==> src/design/nce_pkg.sv <==
// ----------------------------------------------------------------------------
// nce_pkg: shared types and constants of the nonzero coordinate emitter
// Holds the field widths, the register map, the element kind codes and the
// normalized configuration that is passed between the modules.
// ----------------------------------------------------------------------------
`default_nettype none

package nce_pkg;

  localparam int MAX_DIMS      = 4;
  localparam int DIM_BITS      = 2;
  localparam int COORD_BITS    = 16;
  localparam int INDEX_BITS    = 32;
  localparam int VALUE_BITS    = 64;
  localparam int CFG_IDX_BITS  = 3;
  localparam int CFG_DATA_BITS = COORD_BITS + 1;
  localparam int DCNT_BITS     = 3;
  localparam int KIND_BITS     = 2;

  // Largest float64 magnitude (as bits) that still rounds to zero in float32.
  localparam logic [VALUE_BITS-2:0] F64_HALF_MIN_SUB = 63'h3690000000000000;

  typedef enum logic [KIND_BITS-1:0] {
    KIND_INT = 2'd0,
    KIND_F32 = 2'd1,
    KIND_F64 = 2'd2
  } elem_kind_e;

  typedef enum logic [CFG_IDX_BITS-1:0] {
    REG_DIM_COUNT = 3'd0,
    REG_SIZE_DIM0 = 3'd1,
    REG_SIZE_DIM1 = 3'd2,
    REG_SIZE_DIM2 = 3'd3,
    REG_SIZE_DIM3 = 3'd4,
    REG_ELEM_KIND = 3'd5
  } cfg_reg_e;

  typedef logic [MAX_DIMS-1:0][COORD_BITS-1:0] coord_vec_t;

  // Configuration after clamping: last dimension index in use, extents minus
  // one, and the raw element kind code.
  typedef struct packed {
    logic [DIM_BITS-1:0]  dims_m1;
    coord_vec_t           ext_m1;
    logic [KIND_BITS-1:0] kind;
  } cfg_t;

endpackage

`default_nettype wire

==> src/design/nonzero_coordinate_emitter.sv <==
// ----------------------------------------------------------------------------
// nonzero_coordinate_emitter: stream of nonzero element coordinates
// Takes tensor elements in row-major order and emits coordinates, flat index
// and running count for every nonzero element and for the last element.
// ----------------------------------------------------------------------------
// Usage:
// The input channel carries one element per beat (in_valid_i / in_stall_o);
// last_element_i marks the final element of a tensor. The output channel
// (out_valid_o / out_stall_i) carries one result beat per nonzero element,
// plus one for the last element, flagged with end_of_tensor_o.
// A beat accepted from the input channel sits in the input register, where it
// is tested and counted, and its result is then held in the output register.
// One element is taken in every cycle while the receiver keeps up; the rate
// is set by the single input-to-result register stage.
// When the receiver stalls with a result waiting, the element already in the
// input register stays there and in_stall_o rises until the output register
// frees up. Reset clears the configuration to one dimension of extent one
// with integer elements, clears all counters and empties both registers.
// Configuration is written through cfg_we_i, cfg_idx_i and cfg_wdata_i and
// should only change while no beat is in flight.
// ----------------------------------------------------------------------------
`default_nettype none

module nonzero_coordinate_emitter
  import nce_pkg::*;
(
  input  wire logic                     clk_i,
  input  wire logic                     rst_ni,
  input  wire logic                     cfg_we_i,
  input  wire logic [CFG_IDX_BITS-1:0]  cfg_idx_i,
  input  wire logic [CFG_DATA_BITS-1:0] cfg_wdata_i,
  input  wire logic                     in_valid_i,
  output logic                          in_stall_o,
  input  wire logic [VALUE_BITS-1:0]    element_value_i,
  input  wire logic                     last_element_i,
  output logic                          out_valid_o,
  input  wire logic                     out_stall_i,
  output logic                          is_nonzero_o,
  output logic [COORD_BITS-1:0]         coord_0_o,
  output logic [COORD_BITS-1:0]         coord_1_o,
  output logic [COORD_BITS-1:0]         coord_2_o,
  output logic [COORD_BITS-1:0]         coord_3_o,
  output logic [INDEX_BITS-1:0]         flat_position_o,
  output logic [INDEX_BITS-1:0]         hits_so_far_o,
  output logic                          end_of_tensor_o
);

  cfg_t                  cfg;

  // Input register.
  logic                  s1_valid_q, s1_valid_d;
  logic [VALUE_BITS-1:0] s1_value_q;
  logic                  s1_last_q;

  // Handshake control.
  logic                  in_acc;
  logic                  out_free;
  logic                  s1_adv;
  logic                  emit;

  // Combinational results of the single stage.
  logic                  nonzero;
  coord_vec_t            coord;
  logic [INDEX_BITS-1:0] position;
  logic [INDEX_BITS-1:0] hits;

  // Output register.
  logic                  out_valid_q, out_valid_d;
  logic                  nz_q;
  coord_vec_t            coord_q;
  logic [INDEX_BITS-1:0] pos_q;
  logic [INDEX_BITS-1:0] hits_q;
  logic                  eot_q;

  nce_cfg_regs u_cfg_regs (
    .clk_i       (clk_i),
    .rst_ni      (rst_ni),
    .cfg_we_i    (cfg_we_i),
    .cfg_idx_i   (cfg_idx_i),
    .cfg_wdata_i (cfg_wdata_i),
    .cfg_o       (cfg)
  );

  nce_zero_detect u_zero_detect (
    .value_i   (s1_value_q),
    .kind_i    (cfg.kind),
    .nonzero_o (nonzero)
  );

  nce_coord_counter u_coord_counter (
    .clk_i      (clk_i),
    .rst_ni     (rst_ni),
    .cfg_i      (cfg),
    .step_i     (s1_adv),
    .nonzero_i  (nonzero),
    .last_i     (s1_last_q),
    .coord_o    (coord),
    .position_o (position),
    .hits_o     (hits)
  );

  // The element in the input register moves on whenever the output register
  // is empty or is being drained in this cycle, whether it emits or not.
  assign out_free   = !out_valid_q || !out_stall_i;
  assign s1_adv     = s1_valid_q && out_free;
  assign in_stall_o = s1_valid_q && !s1_adv;
  assign in_acc     = in_valid_i && !in_stall_o;
  assign emit       = nonzero || s1_last_q;

  assign s1_valid_d  = in_acc || (s1_valid_q && !s1_adv);
  assign out_valid_d = s1_adv ? emit : (out_valid_q && out_stall_i);

  always_ff @(posedge clk_i or negedge rst_ni) begin
    if (!rst_ni) begin
      s1_valid_q  <= 1'b0;
      out_valid_q <= 1'b0;
    end else begin
      s1_valid_q  <= s1_valid_d;
      out_valid_q <= out_valid_d;
    end
  end

  always_ff @(posedge clk_i) begin
    if (in_acc) begin
      s1_value_q <= element_value_i;
      s1_last_q  <= last_element_i;
    end
  end

  always_ff @(posedge clk_i) begin
    if (s1_adv && emit) begin
      nz_q    <= nonzero;
      coord_q <= coord;
      pos_q   <= position;
      hits_q  <= hits;
      eot_q   <= s1_last_q;
    end
  end

  assign out_valid_o     = out_valid_q;
  assign is_nonzero_o    = nz_q;
  assign coord_0_o       = coord_q[0];
  assign coord_1_o       = coord_q[1];
  assign coord_2_o       = coord_q[2];
  assign coord_3_o       = coord_q[3];
  assign flat_position_o = pos_q;
  assign hits_so_far_o   = hits_q;
  assign end_of_tensor_o = eot_q;

endmodule

`default_nettype wire

==> src/design/nce_cfg_regs.sv <==
// ----------------------------------------------------------------------------
// nce_cfg_regs: configuration register file
// Takes register writes and keeps them in normalized form: the dimension
// count and the extents are clamped to their supported ranges on write.
// ----------------------------------------------------------------------------
`default_nettype none

module nce_cfg_regs
  import nce_pkg::*;
(
  input  wire logic                     clk_i,
  input  wire logic                     rst_ni,
  input  wire logic                     cfg_we_i,
  input  wire logic [CFG_IDX_BITS-1:0]  cfg_idx_i,
  input  wire logic [CFG_DATA_BITS-1:0] cfg_wdata_i,
  output cfg_t                          cfg_o
);

  localparam logic [CFG_DATA_BITS-1:0] EXT_LIMIT = CFG_DATA_BITS'(1) << COORD_BITS;

  cfg_t                  cfg_q, cfg_d;
  logic [DCNT_BITS-1:0]  dcnt;
  logic [DIM_BITS-1:0]   dims_m1;
  logic [COORD_BITS-1:0] ext_m1;

  always_comb begin
    dcnt = cfg_wdata_i[DCNT_BITS-1:0];
    if (dcnt == '0) begin
      dims_m1 = '0;
    end else if (dcnt > DCNT_BITS'(MAX_DIMS)) begin
      dims_m1 = DIM_BITS'(MAX_DIMS - 1);
    end else begin
      dims_m1 = DIM_BITS'(dcnt - DCNT_BITS'(1));
    end

    if (cfg_wdata_i == '0) begin
      ext_m1 = '0;
    end else if (cfg_wdata_i > EXT_LIMIT) begin
      ext_m1 = '1;
    end else begin
      ext_m1 = COORD_BITS'(cfg_wdata_i - CFG_DATA_BITS'(1));
    end
  end

  always_comb begin
    cfg_d = cfg_q;
    if (cfg_we_i) begin
      case (cfg_idx_i)
        REG_DIM_COUNT: cfg_d.dims_m1   = dims_m1;
        REG_SIZE_DIM0: cfg_d.ext_m1[0] = ext_m1;
        REG_SIZE_DIM1: cfg_d.ext_m1[1] = ext_m1;
        REG_SIZE_DIM2: cfg_d.ext_m1[2] = ext_m1;
        REG_SIZE_DIM3: cfg_d.ext_m1[3] = ext_m1;
        REG_ELEM_KIND: cfg_d.kind      = cfg_wdata_i[KIND_BITS-1:0];
        default:       cfg_d           = cfg_q;
      endcase
    end
  end

  always_ff @(posedge clk_i or negedge rst_ni) begin
    if (!rst_ni) begin
      cfg_q.dims_m1 <= '0;
      cfg_q.ext_m1  <= '0;
      cfg_q.kind    <= KIND_INT;
    end else begin
      cfg_q <= cfg_d;
    end
  end

  assign cfg_o = cfg_q;

endmodule

`default_nettype wire

==> src/design/nce_zero_detect.sv <==
// ----------------------------------------------------------------------------
// nce_zero_detect: element zero test
// Decides whether an element is nonzero for the configured element kind.
// ----------------------------------------------------------------------------
`default_nettype none

module nce_zero_detect
  import nce_pkg::*;
(
  input  wire logic [VALUE_BITS-1:0] value_i,
  input  wire logic [KIND_BITS-1:0]  kind_i,
  output logic                       nonzero_o
);

  always_comb begin
    case (kind_i)
      // Float32: both signed zeros count as zero.
      KIND_F32: nonzero_o = (value_i[30:0] != '0);
      // Float64: nonzero only if it survives conversion to float32.
      KIND_F64: nonzero_o = (value_i[VALUE_BITS-2:0] > F64_HALF_MIN_SUB);
      default:  nonzero_o = (value_i != '0);
    endcase
  end

endmodule

`default_nettype wire

==> src/design/nce_coord_counter.sv <==
// ----------------------------------------------------------------------------
// nce_coord_counter: mixed-radix coordinate, position and hit counters
// Holds the coordinates of the element in flight, its flat position and the
// running nonzero count; steps them once per element, clearing after the last.
// ----------------------------------------------------------------------------
`default_nettype none

module nce_coord_counter
  import nce_pkg::*;
(
  input  wire logic                  clk_i,
  input  wire logic                  rst_ni,
  input  wire cfg_t                  cfg_i,
  input  wire logic                  step_i,
  input  wire logic                  nonzero_i,
  input  wire logic                  last_i,
  output coord_vec_t                 coord_o,
  output logic [INDEX_BITS-1:0]      position_o,
  output logic [INDEX_BITS-1:0]      hits_o
);

  coord_vec_t              coord_q, coord_d;
  logic [INDEX_BITS-1:0]   pos_q, pos_d;
  logic [INDEX_BITS-1:0]   hit_q, hit_d;
  logic [INDEX_BITS-1:0]   hits;
  logic [MAX_DIMS-1:0]     in_use;
  coord_vec_t              coord_adv;
  logic                    carry;
  logic                    wrap;

  // The last dimension in use is the fastest; a carry moves toward dim 0.
  always_comb begin
    carry     = 1'b1;
    coord_adv = coord_q;
    for (int d = MAX_DIMS - 1; d >= 0; d--) begin
      in_use[d] = (DIM_BITS'(d) <= cfg_i.dims_m1);
      wrap      = (coord_q[d] >= cfg_i.ext_m1[d]);
      if (in_use[d]) begin
        if (carry) begin
          coord_adv[d] = wrap ? '0 : coord_q[d] + COORD_BITS'(1);
        end
        carry = carry & wrap;
      end
    end
  end

  assign hits = nonzero_i ? hit_q + INDEX_BITS'(1) : hit_q;

  always_comb begin
    coord_d = coord_q;
    pos_d   = pos_q;
    hit_d   = hit_q;
    if (step_i) begin
      if (last_i) begin
        coord_d = '0;
        pos_d   = '0;
        hit_d   = '0;
      end else begin
        coord_d = coord_adv;
        pos_d   = pos_q + INDEX_BITS'(1);
        hit_d   = hits;
      end
    end
  end

  always_ff @(posedge clk_i or negedge rst_ni) begin
    if (!rst_ni) begin
      coord_q <= '0;
      pos_q   <= '0;
      hit_q   <= '0;
    end else begin
      coord_q <= coord_d;
      pos_q   <= pos_d;
      hit_q   <= hit_d;
    end
  end

  always_comb begin
    for (int d = 0; d < MAX_DIMS; d++) begin
      coord_o[d] = in_use[d] ? coord_q[d] : '0;
    end
  end

  assign position_o = pos_q;
  assign hits_o     = hits;

endmodule

`default_nettype wire
==> config.mk <==
export PLATFORM = sky130hd
export DESIGN_NAME = nonzero_coordinate_emitter
export DESIGN_NICKNAME = d
export VERILOG_FILES = /design/src/design/nce_pkg.sv /design/src/design/nonzero_coordinate_emitter.sv /design/src/design/nce_cfg_regs.sv /design/src/design/nce_zero_detect.sv /design/src/design/nce_coord_counter.sv
export SDC_FILE = /design/constraint.sdc
export NUM_CORES = 1
export LEC_CHECK = 0
export ABC_AREA = 1
export ABC_CLOCK_PERIOD_IN_PS = 7930
export BUFFER_PORTS_ARGS = -buffer_cell sky130_fd_sc_hd__buf_4
export CAP_MARGIN = 0
export CORE_MARGIN = 2
export CORE_UTILIZATION = 45
export DETAILED_ROUTE_END_ITERATION = 8
export REMOVE_ABC_BUFFERS = 1
export SETUP_SLACK_MARGIN = 0.3
export SYNTH_ARGS = -nofsm -noshare
export SYNTH_HDL_FRONTEND = slang
export SYNTH_HIERARCHICAL = 1
export SYNTH_SLANG_ARGS = --single-unit
==> constraint.sdc <==
create_clock -name clk_i -period 7.93 [get_ports clk_i]
set_input_delay 1.586 -clock clk_i [delete_from_list [all_inputs] [get_ports clk_i]]
set_output_delay 1.586 -clock clk_i [all_outputs]
set_load 0.05 [all_outputs]
==> key figures, run 1 <==
Hold path
  • Worst Hold Class: reg2reg

Final layout
  • Most frequent cells in the layout: nand2_1, inv_1, nor2_1
  • Final net count: about 2600
  • Fillcell total: 3925
  • Cell Count, Final, Fillers Out: a little over 3000
  • Antenna Cells: 0
  • Syn-to-layout area delta: 18.6%
  • Commonest non-fill, non-tap cell in the layout: nand2_1
  • Ratio of cells with drive above 1 in the final layout: 0.148

Route
  • First DRT Iteration DRCs: between 1000 and 1500
  • DRC viols: 0
  • TritonRoute pass-1 iters: 6
  • Total number of vias: between 15000 and 20000
  • DR WL/cell: 15.7 um
  • Antenna-violating nets left: 0
  • Via-per-instance ratio: 5.06
  • Drt total wl: 47500 um

Worst setup path
  • Maximum net fanout on the critical path: 47
  • CP Data Arrival Time: 4260 ps
  • Delay-heaviest family, CP: buffers and inverters
  • Setup crit end kind: flop
  • Critical-path cell list: buf_4, nand2_1, nand2_1, inv_1, buf_4, inv_1, nor2_1, nand3_1, nand2_1, inv_1, nand2_1, nand2_1
  • CP max stage delay: 570 ps
  • Startpoint class of the critical path: primary input
  • CP max stage cell: inv_1
  • Worst Path Buf+Inv: 5
  • CP most frequent cell: nand2_1
  • Critical Path RT: 8390 ps
  • R2R setup slack: between 4000 and 5000 ps
  • Critical setup path kind: in2reg

STA
  • Setup TNS: 0 ps
  • Setup Skew: around 10 ps
  • Slew Limit Fails: 0
  • Final hold vios: 0
  • Max Fclk: 263 MHz
  • Hold_ws: approximately 470 ps
  • Min Tclk post-route: between 3000 and 4000 ps
  • Slew Limit Headroom: 0.347
  • RSZ-0062 raised after global routing: false
  • Slew @ Worst Pin: around 980 ps
  • Final setup violation count: 0
  • Tcrit/Tclk final: 0.480

Synth
  • Post-Synthesis Cells: around 2200
  • Synthesis-stage register bit count: 393
  • Post-synth top area share: 0.299
  • Post-synth top area cell: edfxtp_1
  • Syn avg cell area: 8.97 um^2
  • Seq/Total Area, Yosys: 0.552
  • Synthesis Warnings: 6
  • Post-Syn Area: between 15000 and 20000 um^2
  • Yosys cell types: 48
  • Top post-synthesis cells by area: edfxtp_1, dfrtp_1, nand2_1

Power and ir drop
  • Pwr Total: 0.00581 W
  • Sw Share: 0.315
  • Power per cell area: 251 nW/um^2
  • Leak Pwr: 10.6 nW
  • Internal: 0.00398 W
  • Switch Pwr: 0.00183 W
  • Sequential power share: 0.443
  • Max VDD drop: 0.153 mV
  • Combinational share of power: 0.203
  • Clock share of power: 0.354

Placement
  • IO Port Bufs: roughly 220
  • Post-DP HPWL: approximately 33000 um
  • Routability congestion estimate: between 0.9 and 1
  • Placed insts: 2937

Outcome
  • Outcome: complete, no violations

Clock tree
  • CTS tree: yes
  • Clock buffer depth: 3
  • Post-cts hold buffer count: 0
  • Worst-Skew Late Latency: 570 ps
  • Gates resized, CTS repair: 0
  • Clock Tree Root: clkbuf_16
  • Reg clk slew, reported paths: 60 ps
  • Total clock sinks: 393
  • H-tree levels: 2
  • Inserted Clock Buffers: 44
  • Post-CTS Setup Inserts: 0

Global route
  • Global-route wire length before repair: 76300 um
  • Largest net degree at the start of global routing: between 90 and 100
  • Vias in the first global route: 14700
  • Initial antenna violation count: 0
  • Tot GR Track Use: 0.214
  • GRT overflow: 0

Floorplan
  • Starting Density: 0.455
  • # IOs: roughly 220
  • Die area: 45200 um^2
  • Chip width: about 210 um
  • Die height: 213 um
  • Core ar.: 43000 um^2
  • Placement Rows: 76

Job
  • Max Cap Viol: 0
[sequential cells by signal, indices dropped and copies added, names as in the netlist, 16 cells and up]
name                        cells
coord_0_o                      16
u_cfg_regs/cfg_o               68
u_coord_counter/coord_q        64
coord_2_o                      16
flat_position_o                32
s1_value_q                     64
coord_1_o                      16
u_coord_counter/position_o     32
u_coord_counter/hit_q          32
coord_3_o                      16
hits_so_far_o                  32
[cell usage after synthesis (all sizes together)]
master  instances
xnor2           5
nand3b          7
buf            41
ha             74
edfxtp        195
inv           274
clkbuf         21
nor2          276
a21boi          2
nand2         564
nor4            8
a21oi          58
a211oi          3
o21ai          89
and2            1
o21bai          1
or2             3
a22o            1
nand4          33
dfrtp         198
xor2           54
o21a            7
nor3b           2
nor4b           1
nand3         195
a31o            1
nor3           52
a21o            2
o22ai          10
clkinv          2
a31oi           2
[final timing paths]
kind	startpoint	endpoint	cells past startpoint
setup / recovery	out_stall_i	u_coord_counter/coord_q[25]$_DFFE_PN0P_	12
max in group asynchronous	rst_ni	u_coord_counter/coord_q[10]$_DFFE_PN0P_	2
setup reg to reg	u_cfg_regs/cfg_o[67]$_DFFE_PN0P_	u_coord_counter/coord_q[44]$_DFFE_PN0P_	8
hold reg to reg	u_coord_counter/position_o[31]$_DFFE_PN0P_	flat_position_o[31]$_DFFE_PP_	0
min in group asynchronous	rst_ni	u_coord_counter/hit_q[17]$_DFFE_PN0P_	1
hold / removal	u_coord_counter/position_o[31]$_DFFE_PN0P_	flat_position_o[31]$_DFFE_PP_	0
[worst reg2reg max path, stage by stage, from the launching register on]
cell      delay (ps)
dfrtp_1          670
nand2_1          660
inv_1            330
nand3_2          280
nand2_1           80
nand2_1          550
clkinv_1         440
nor2_1           180
nor2_1            60
[logic make-up after synthesis]
kind of cell | count (synthesis) | share of synthesized area
xor gates and xnor gates | 59 | 0.0268
buffers and inverters | 338 | 0.0703
DFF | 393 | 0.552
adders and majority gates | 74 | 0.0473
and+or+nand+nor | 1142 | 0.255
AOI/OAI and AO/OA | 176 | 0.0483
[per-stage QoR]
| step | worst slack (ps) | area (um^2) | util |
|---|---|---|---|
| floorplan | 181 | 19200 | - |
| global placement | 3670 | 21700 | 0.506 |
| detailed placement | 3610 | 21700 | 0.506 |
| CTS | 4210 | 23200 | 0.540 |
| global route | 3900 | 23200 | 0.540 |
| finish | 4120 | 23200 | 0.540 |
[layer usage]
| metal | share of wire | track usage | vias up |
|---|---|---|---|
| li1 | - | - | 7565 |
| met5 | 0 | 0 | - |
| met1 | 0.45 | 0.293 | 7173 |
| met3 | 0.057 | 0.0375 | 83 |
| met2 | 0.47 | 0.346 | 445 |
| met4 | 0.025 | 0.0697 | 0 |
[cell type report]
cell class                 count  area [um^2]  area share
clock inverter                23          282      0.0121
clock buffer                  59         1190      0.0512
timing repair buffer         232         1760      0.0759
sequential                   393        10800       0.466
multi-input combinational   1451         7400       0.319
tap                          585          732      0.0315
inverter                     276         1040      0.0446
[power by group through the flow]
stage | sequential [W] | combinational, W | clock, W
final | 0.00257 | 0.00118 | 0.00206
after global routing | 0.00260 | 0.00131 | 0.00220
after CTS | 0.00257 | 0.00119 | 0.00212
after detailed placement | 0.00261 | 0.00119 | 0
after global placement | 0.00261 | 0.00116 | 0
after floorplan | 0.00291 | 0.000466 | 0
(Power assumes the default switching activity.)
==> inputs of run 2 (changes only) <==
ABC_AREA = 0   (was 1)
ABC_CLOCK_PERIOD_IN_PS = 3700   (was 7930)
clock period = 3.7 ns   (was 7.93 ns; I/O delays follow)
==> run 2 against run 1 <==
Routed wire length shrank 12%. Design area shrank 5.2%. Highest routed layer unchanged. Via count is 16% lower. Power is 120% higher. Combinational power grew to 2.5 times the previous value. Setup slack got worse by 3600 ps. Sequential power increased by 120%.
==> key figures, run 2 <==
Route
  • Via-per-instance ratio: 5.36 (+6.1%)
  • Antenna-violating nets left: 0 (unchanged)
  • DRC viols: 0 (unchanged)
  • Total number of vias: 12800 (-16%)
  • Uppermost routed layer: met4
  • Routed length on met2: 20100 um (-9.4%)
  • Met1 wire length: 19200 um (-11%)
  • DR WL/cell: 17.5 um (+11%)
  • Met3 wire length: 1910 um (-29%)
  • First DRT Iteration DRCs: 681 (-32%)
  • TritonRoute pass-1 iters: 4 (-2)
  • Drt total wl: 41900 um (-12%)

Synth
  • Top post-synthesis cells by area: edfxtp_1, dfrtp_1, ha_1
  • Synthesis-stage register bit count: 393 (unchanged)
  • Most frequent cell after synthesis: dfrtp_1
  • Post-Syn Area: 18300 um^2 (-6.5%)
  • Async S/R FF share, synth: 0.504 (unchanged)
  • Synth top cells by count: dfrtp_1, edfxtp_1, nand2_1
  • Ys flop type: dfrtp_1
  • Post-Synthesis Cells: 1594 (-27%)
  • Yosys cell types: 76 (+58%)
  • Post-synth top area share: 0.320 (+0.0207)
  • Syn avg cell area: 11.5 um^2 (+28%)
  • Synthesis Warnings: 6 (unchanged)
  • Seq/Total Area, Yosys: 0.591 (+0.0383)
  • Post-synth top area cell: edfxtp_1
  • EDFF count, synth: 195 (unchanged)

Floorplan
  • Die area: 42300 um^2 (-6.4%)
  • Placement Rows: 73 (-3.9%)
  • Starting Density: 0.459 (+0.00320)
  • Chip width: 206 um (-3.2%)
  • # IOs: 222 (unchanged)
  • Core ar.: 39900 um^2 (-7.1%)
  • Die height: 206 um (-3.2%)

Global route
  • Global-route wire length before repair: 67100 um (-12%)
  • Largest net degree at the start of global routing: 74 (-25%)
  • Vias in the first global route: 12700 (-13%)
  • GRT overflow: 0 (unchanged)
  • Initial antenna violation count: 0 (unchanged)
  • Tot GR Track Use: 0.202 (-0.0120)

STA
  • Setup TNS: 0 ps (unchanged)
  • Max Fclk: 316 MHz
  • Slew Limit Fails: 0 (unchanged)
  • Setup Skew: 20.8 ps (+10.7 ps)
  • Tcrit/Tclk final: 0.855
  • Hold_ws: 199 ps (-269 ps)
  • Slew @ Worst Pin: 970 ps (-7.52 ps)
  • Slew Limit Headroom: 0.347 (about the same)
  • Final hold vios: 0 (unchanged)
  • Min Tclk post-route: ~3200 ps
  • RSZ-0062 raised after global routing: true
  • Final setup violation count: 0 (unchanged)

Final layout
  • Ratio of cells with drive above 1 in the final layout: 0.202 (+0.0538)
  • Syn-to-layout area delta: 20.2%
  • Final net count: 1995 (-22%)
  • Most frequent cells in the layout: buf_4, dfrtp_1, edfxtp_1
  • Commonest non-fill, non-tap cell in the layout: buf_4
  • Antenna Cells: 0 (unchanged)
  • Number of flip-flops in the largest register: 68 (unchanged)
  • Cell Count, Final, Fillers Out: 2390 (-21%)

Clock tree
  • Clock Tree Root: clkbuf_16
  • Post-cts hold buffer count: 0 (unchanged)
  • H-tree levels: 2 (unchanged)
  • Worst-Skew Late Latency: 570 ps (about the same)
  • Reg clk slew, reported paths: 60 ps (about the same)
  • Inserted Clock Buffers: 44 (unchanged)
  • CTS tree: yes
  • Clock buffer depth: 3 (unchanged)
  • Total clock sinks: 393 (unchanged)

Worst setup path
  • CP max stage cell: or3_1
  • Critical setup path kind: reg2reg
  • Startpoint class of the critical path: flop
  • CP Data Arrival Time: 3580 ps (-680 ps)
  • Worst setup startpoint: u_cfg_regs/cfg_o[0]$_DFFE_PN0P_
  • CP max stage delay: 500 ps (-70 ps)
  • Setup crit end kind: flop
  • Maximum net fanout on the critical path: 6 (-87%)
  • Critical Path RT: 4120 ps (-4270 ps)
  • R2r startpoint: u_cfg_regs/cfg_o[0]$_DFFE_PN0P_
  • Critical-path cell list: inv_1, ha_1, nor4b_1, nand3_1, o31ai_1, a22oi_2, nand4_1, nor2_2, nand2_1, or3_1, nor2_1, mux2i_1, o22ai_1

Power and ir drop
  • Pwr Total: 0.0129 W (+120%)
  • Max VDD drop: 0.351 mV (+130%)
  • Leak Pwr: 9.41 nW (-11%)
  • Power per cell area: 585 nW/um^2 (+130%)

Outcome
  • Outcome: complete, no violations

Job
  • Max Cap Viol: 0 (unchanged)

Placement
  • Placed insts: 2308 (-21%)
  • Routability congestion estimate: 0.792 (-14%)
  • Post-DP HPWL: 29300 um (-12%)
  • IO Port Bufs: 221 (unchanged)

Hold path
  • Worst Hold Class: in2async
run 2: worst paths after layout:
| kind | slack (ps) | cells past startpoint | endpoint |
|---|---|---|---|
| min | 200 | 1 | u_coord_counter/hit_q[29]$_DFFE_PN0P_ |
| min reg2reg | 480 | 2 | u_cfg_regs/cfg_o[15]$_DFFE_PN0P_ |
| min in group clk_i | 350 | 1 | s1_value_q[13]$_DFFE_PP_ |
| max | 540 | 13 | u_coord_counter/hit_q[28]$_DFFE_PN0P_ |
| max reg2reg | 540 | 13 | u_coord_counter/hit_q[28]$_DFFE_PN0P_ |
| max in group asynchronous | 2680 | 2 | u_coord_counter/coord_q[38]$_DFFE_PN0P_ |
run 2: what timing repair did:
item	in CTS	in global routing
endpoints found under the setup margin	1	20
setup buffers	0	2
pin swaps	0	2
gates resized for setup	1	1
run 2: logic make-up after synthesis:
| kind of cell | Yosys count | share of synthesized area |
|---|---|---|
| XOR/XNOR | 79 | 0.0378 |
| multiplexers | 12 | 0.00684 |
| buffers and inverters | 176 | 0.0410 |
| AO/OA/AOI/OAI | 271 | 0.105 |
| adder cells (fa/ha/maj) | 74 | 0.0506 |
| AND/OR/NAND/NOR | 589 | 0.168 |
| flip-flops | 393 | 0.591 |
run 2: final cells by class:
cell class / instances / area (um^2)
multi-input combinational: 1025 / 6770
clock buffer: 66 / 1220
tap: 525 / 657
timing repair buffer: 251 / 1980
fill: 3420 / 17900
sequential: 393 / 10800
inverter: 116 / 435
clock inverter: 14 / 135
run 2: worst max-delay path, delay by kind of cell, from the launching register on:
family                   cells  cell delay (ps)
buffers and inverters        1               50
AO/OA/AOI/OAI                3              430
adder cells (fa/ha/maj)      1              310
AND/OR/NAND/NOR              7             1630
multiplexers                 1              220
flip-flops                   1              370
run 2: metrics by stage:
step	util	worst slack (ps)	area, um^2
2_1_floorplan	-	-4860	18000
3_3_place_gp	0.517	416	20600
3_5_place_dp	0.517	323	20600
4_1_cts	0.551	356	22000
5_1_grt	0.551	258	22000
6_report	0.551	538	22000
run 2: routing by layer:
layer,vias up,GRT usage
met5,-,0
met4,0,0.0509
met3,54,0.0364
met2,263,0.334
met1,6259,0.276
li1,6244,-
run 2: where the power goes:
| part | internal (W) | leakage (nW) | switching (W) |
|---|---|---|---|
| Clock | 0.00243 | 0.664 | 0.00171 |
| Combinational | 0.00105 | 4.25 | 0.00193 |
| Sequential | 0.00532 | 4.50 | 0.000438 |
